[src/design/htp_pkg.sv]
// ----------------------------------------------------------------------------
// htp_pkg
// Shared types and constants of the homogeneous point transform: port words,
// matrix register file and the classified word between front and back.
// ----------------------------------------------------------------------------
`default_nettype none

package htp_pkg;

	localparam int MAG_BITS   = 66;
	localparam int FIFO_DEPTH = 8;
	localparam int NUM_REGS   = 8;
	localparam int REG_BITS   = 64;
	localparam int IDX_BITS   = 4;

	typedef struct packed {
		logic signed [31:0] in_x;
		logic signed [31:0] in_y;
		logic signed [31:0] in_z;
	} point_t;

	typedef struct packed {
		logic signed [31:0] out_x;
		logic signed [31:0] out_y;
		logic signed [31:0] out_z;
		logic               w_was_zero;
		logic               saturated;
	} result_t;

	typedef logic [NUM_REGS-1:0][REG_BITS-1:0] matrix_t;

	typedef struct packed {
		logic [2:0][MAG_BITS-1:0] num;
		logic [MAG_BITS-1:0]      den;
		logic [2:0]               neg;
		logic                     w_zero;
	} split_t;

endpackage

`default_nettype wire

[src/design/htp_fifo.sv]
// ----------------------------------------------------------------------------
// htp_fifo
// Short queue of classified words between the front and back ends.
// ----------------------------------------------------------------------------
`default_nettype none

module htp_fifo import htp_pkg::*; (
	input  logic   clk,
	input  logic   arst_n,
	input  logic   push,
	input  split_t wdata,
	input  logic   pop,
	output split_t rdata,
	output logic   empty
);

	localparam int PB = $clog2(FIFO_DEPTH);
	localparam int CB = $clog2(FIFO_DEPTH + 1);

	split_t          mem_q [FIFO_DEPTH];
	logic [PB-1:0]   wr_q, rd_q;
	logic [CB-1:0]   count_q;

	always_ff @(posedge clk) begin
		if (push) begin
			mem_q[wr_q] <= wdata;
		end
	end

	always_ff @(posedge clk or negedge arst_n) begin
		if (!arst_n) begin
			wr_q    <= '0;
			rd_q    <= '0;
			count_q <= '0;
		end else begin
			if (push) begin
				wr_q <= wr_q + PB'(1);
			end
			if (pop) begin
				rd_q <= rd_q + PB'(1);
			end
			count_q <= count_q + CB'(push) - CB'(pop);
		end
	end

	assign rdata = mem_q[rd_q];
	assign empty = (count_q == '0);

	a_no_overflow: assert property (@(posedge clk) disable iff (!arst_n)
		count_q == CB'(FIFO_DEPTH) |-> !push)
		else $error("queue written while full");

	a_no_underflow: assert property (@(posedge clk) disable iff (!arst_n)
		pop |-> count_q != '0)
		else $error("queue read while empty");

endmodule

`default_nettype wire

[config.mk]
export PLATFORM = sky130hd
export DESIGN_NAME = htp_fifo
export DESIGN_NICKNAME = d
export VERILOG_FILES = /design/src/design/htp_pkg.sv /design/src/design/htp_fifo.sv
export SDC_FILE = /design/constraint.sdc
export NUM_CORES = 2
export LEC_CHECK = 0
export ABC_AREA = 0
export BUFFER_PORTS_ARGS = -buffer_cell sky130_fd_sc_hd__buf_2
export CAP_MARGIN = 20
export CELL_PAD_IN_SITES_DETAIL_PLACEMENT = 0
export CELL_PAD_IN_SITES_GLOBAL_PLACEMENT = 1
export CORE_MARGIN = 2
export CORE_UTILIZATION = 45
export CTS_CLUSTER_DIAMETER = 120
export DETAILED_ROUTE_END_ITERATION = 10
export PLACE_DENSITY_LB_ADDON = 0.3
export SYNTH_ARGS = -nofsm -noshare
export SYNTH_HDL_FRONTEND = slang
export SYNTH_SLANG_ARGS = --single-unit
[constraint.sdc]
create_clock -name clk -period 30.7 [get_ports clk]
set_input_delay 3.07 -clock clk [delete_from_list [all_inputs] [get_ports clk]]
set_output_delay 3.07 -clock clk [all_outputs]
set_load 0.02 [all_outputs]
# Word level (Yosys, flattened, before mapping)
# Memories as Yosys holds them, arrays and structs flattened.
# Cells that the tools add are included.
# Widths: inputs -> output; s select.
# totals
elab_cells	11
out_inout_bits	269
memories	1
in_bits	272
regBits	10
mem_bits_rw	2144
# classes
reduce_logical	1
mux	2
n_addsub	4
# memory_table
name	words	word_bits	read_ports	rd_ports_with_merged_regs	wr	line_no	source
mem_q	8	268	1	0	1	htp_fifo.sv:20	split_t mem_q [FIFO_DEPTH];
# ops
operator	count
$add 3x1->3 const B	2
$add 4x1->4	1
$logic_not 4->1	1
$sub 4x1->4	1
$mux 1	2

# Longest topological paths before layout
# depth
depth_word	2
ltp_mapped	7

# Least setup slack after synthesis
# No wires, ideal clock.
# synth_path
path_type	input-to-reg
startpoint	input push
endpoint	memory mem_q[0][0] (netlist bit), enable pin
arrival_ns	21.186
slack_ns	8.289
path_buffers	0
setup_ns	1.225
cell_stages	2
cell_sequence	nand2b_1 nor3_1
# synth_via
elab_chain_cells	2
# synth_lines
element	line_no	source
start, declared	htp_fifo.sv:10	input logic push,
$mux 1	htp_fifo.sv:25	if (push) begin
$mux 1 (not written as such)	htp_fifo.sv:26	mem_q[wr_q] <= wdata;
end, declared	htp_fifo.sv:20	
# No other way between the ends.

==> impl_metrics.toml <==
[logic_synthesis]
ys_types = 22
ys_warn_count = 0
synth_area_leader_cell = "edfxtp_1"
syn_inst = 3150
synth_top_area_share_pct = 79.2
syn_nets = 3430
synthTopCellsByArea = "edfxtp_1 (79%), mux4_2 (13%), mux2_2 (3.7%)"
yosysSeqAreaShare_pct = 79.5
synth.ff_latch_count = 2154
syn-mean-instance-area_sq_um = 25.8
synthesis.area_sq_um = 81300

[timing]
worst_slew_pin_slew_ns = 1.07
rsz0062_at_grt = "false"
period_minus_slack_ns = 9.04
period_share_pct = 29.4
finalSetupTns_ns = 0
layout_setup_ws_ns = 21.66
slew_headroom_pct = 28.4
hold_ws_ns = 0.569
fin_skew_ns = 0.0259
fmax_ghz = 0.111
finalSetupViolations = 0
hold_viol_final = 0
slew_viol_final = 0

[floorplanning]
start_util_pct = 45.1
die_h_um = 429
dieWidth_um = 429
ios = 541
die-area_sq_um = 184000
coreArea_sq_um = 180000
rows = 156

[pwr]
cellPowerDensity_nw_per_um2 = 98.2
ir_drop_mv = 0.0708
leakage_nw = 30.2

[cells_and_area]
final_cell_mix = "edfxtp_1 (2144), buf_2 (540), mux4_2 (465)"
final_common_cell = "edfxtp_1"
final_util_pct = 51.8
fin_nets = 4094
drive_above_1_share_pct = 40.9
area_growth_pct = 14.7
final_area_sq_um = 93300

[clocking]
clk_pin_slew_ns = 0.06
ctsHoldBuffers = 0
clock_latency_ns = 0.85
cts_buffers = 214
postCtsSetupBuffers = 0
htreeDepth = 4
root_buffer = "clkbuf_16"
cts_sinks = 2154
cts-resized-gates = 0
clk_path_buf_depth = 3
cts_tree = "done"

[drt]
drc_errors = 0
postRouteAntennaNets = 0
vias_per_cell = 5.54
drt_iter0_drc = 2615
vias = 35300
route.final.wire_length_um = 166000
wl_per_cell_um = 26.1
first_pass_iters = 5

[critical_path]
crit_fanout = 62
worst_setup_path_start_kind = "flop"
crit_chain = "buf_4 > buf_4 > buf_4 > buf_4 > mux4_2 > mux2_2 > buf_2"
cp_slowest_cell = "dfrtp_4"
rr_startpoint = "wr_q[0]"
r2r_cells = 5
cp-end-kind = "output port"
slowest_delay_ns = 0.87
crit-reg2reg-capture = "mem_q[6][114]"
crit_arrival_ns = 5.97
ff2ff_setup_slack_ns = 26.29
worstSetupPathType = "flop to output port"
crit_required_ns = 27.63
crit_path_frequent_cell = "buf_4"

[hold_path]
hold_class = "flop to flop"
worstHoldPathCells = 1
hp-start = "wr_q[1]"
hold_end = "wr_q[1]"

[place]
dpl-instance-area_sq_um = 86600
post-place-ws_ns = 22.44
place_congestion = 0.739
dpl.hpwl_um = 89900
portBuffers = 540

[global_route]
grt_overflow = 0
grtUsageMet2_pct = 29.8
antenna_found_initial = 55
top_usage_layer = "met2"
grtUsageMet3_pct = 4.33
grt_max_degree = 154
grt.total_usage_pct = 18.0
grt_pass1_wl_um = 246000
grt_pass1_vias = 37000
grt_util_met1_pct = 23.8

[job]
max_cap_violations = 0

[run_status]
outcome = "finished clean"
## sequential cells by signal, summed over array words and instances (netlist names)
signal / cells
wr_q: 3
mem_q: 2144
rd_q: 3
count_q: 4
## layer usage
layer	vias to the layer above	part of all wire (%)
li1	15100	-
met1	19000	41
met2	885	50
met3	332	5.8
met4	42	2.7
met5	-	0.16
## Yosys cell counts
cell type     n
dfrtp_1      10
nor3_1        2
fa_1          1
nor2_1        6
mux4_2      465
xor2_1        3
ha_1          7
mux4_1       71
buf_8         5
a21o_1        1
clkbuf_1     38
a21oi_1       1
and3_1        1
nand2_1       4
nand2b_1      3
xnor2_1       3
buf_1        43
buf_2         9
mux2_2      270
inv_1         8
edfxtp_1   2144
buf_6        55
## how the worst max path moves through the flow
stage	cells after the start	to	from
2_1_floorplan	2	mem_q[0][0]	push
3_3_place_gp	7	rdata[156]	rd_q[2]
3_5_place_dp	7	rdata[154]	rd_q[2]
4_1_cts	7	rdata[154]	rd_q[2]
5_1_grt	7	rdata[131]	rd_q[2]
6_report	7	rdata[154]	rd_q[2]
## final cells by class
cell class                      instances  area, sq um
Clock inverter                        119         1040
Clock buffer                          265         5620
Sequential cell                      2154        64600
Multi-Input combinational cell        838        15700
Tap cell                             2370         2970
Fill cell                           13900        86900
Timing Repair Buffer                  598         3280
Antenna cell                           19         47.5
Inverter                                8         30.0
## cells by family after synthesis
family / count (synthesis) / synth area share (%)
buf+inv: 158 / 1.32
xor+xnor: 6 / 0.0646
flops: 2154 / 79.5
simple gates: 16 / 0.0892
fa+ha+maj: 8 / 0.132
compound gates: 2 / 0.0154
mux: 806 / 18.9
## report_power, final
group | switching, mW | total (mW) | internal, mW
Clock | 1.06 | 2.47 | 1.40
Sequential | 0.112 | 3.80 | 3.69
Combinational | 1.67 | 2.90 | 1.23
Total | 2.84 | 9.16 | 6.32
## stage by stage
| stage | power (mW) | instances |
|---|---|---|
| floorplan | 6.12 | 3150 |
| global placement | 6.81 | 5968 |
| detailed placement | 6.83 | 5968 |
| CTS | 9.31 | 6352 |
| global route | 9.56 | 6361 |
| finish | 9.16 | 6371 |
## worst max-delay path, delay by kind of cell, from the launching register on
kind / cells / cell delay [ns]
DFF: 1 / 0.87
buffers and inverters: 5 / 3.33
muxes: 2 / 0.70
Note: power is estimated with default switching activity, not from simulation.
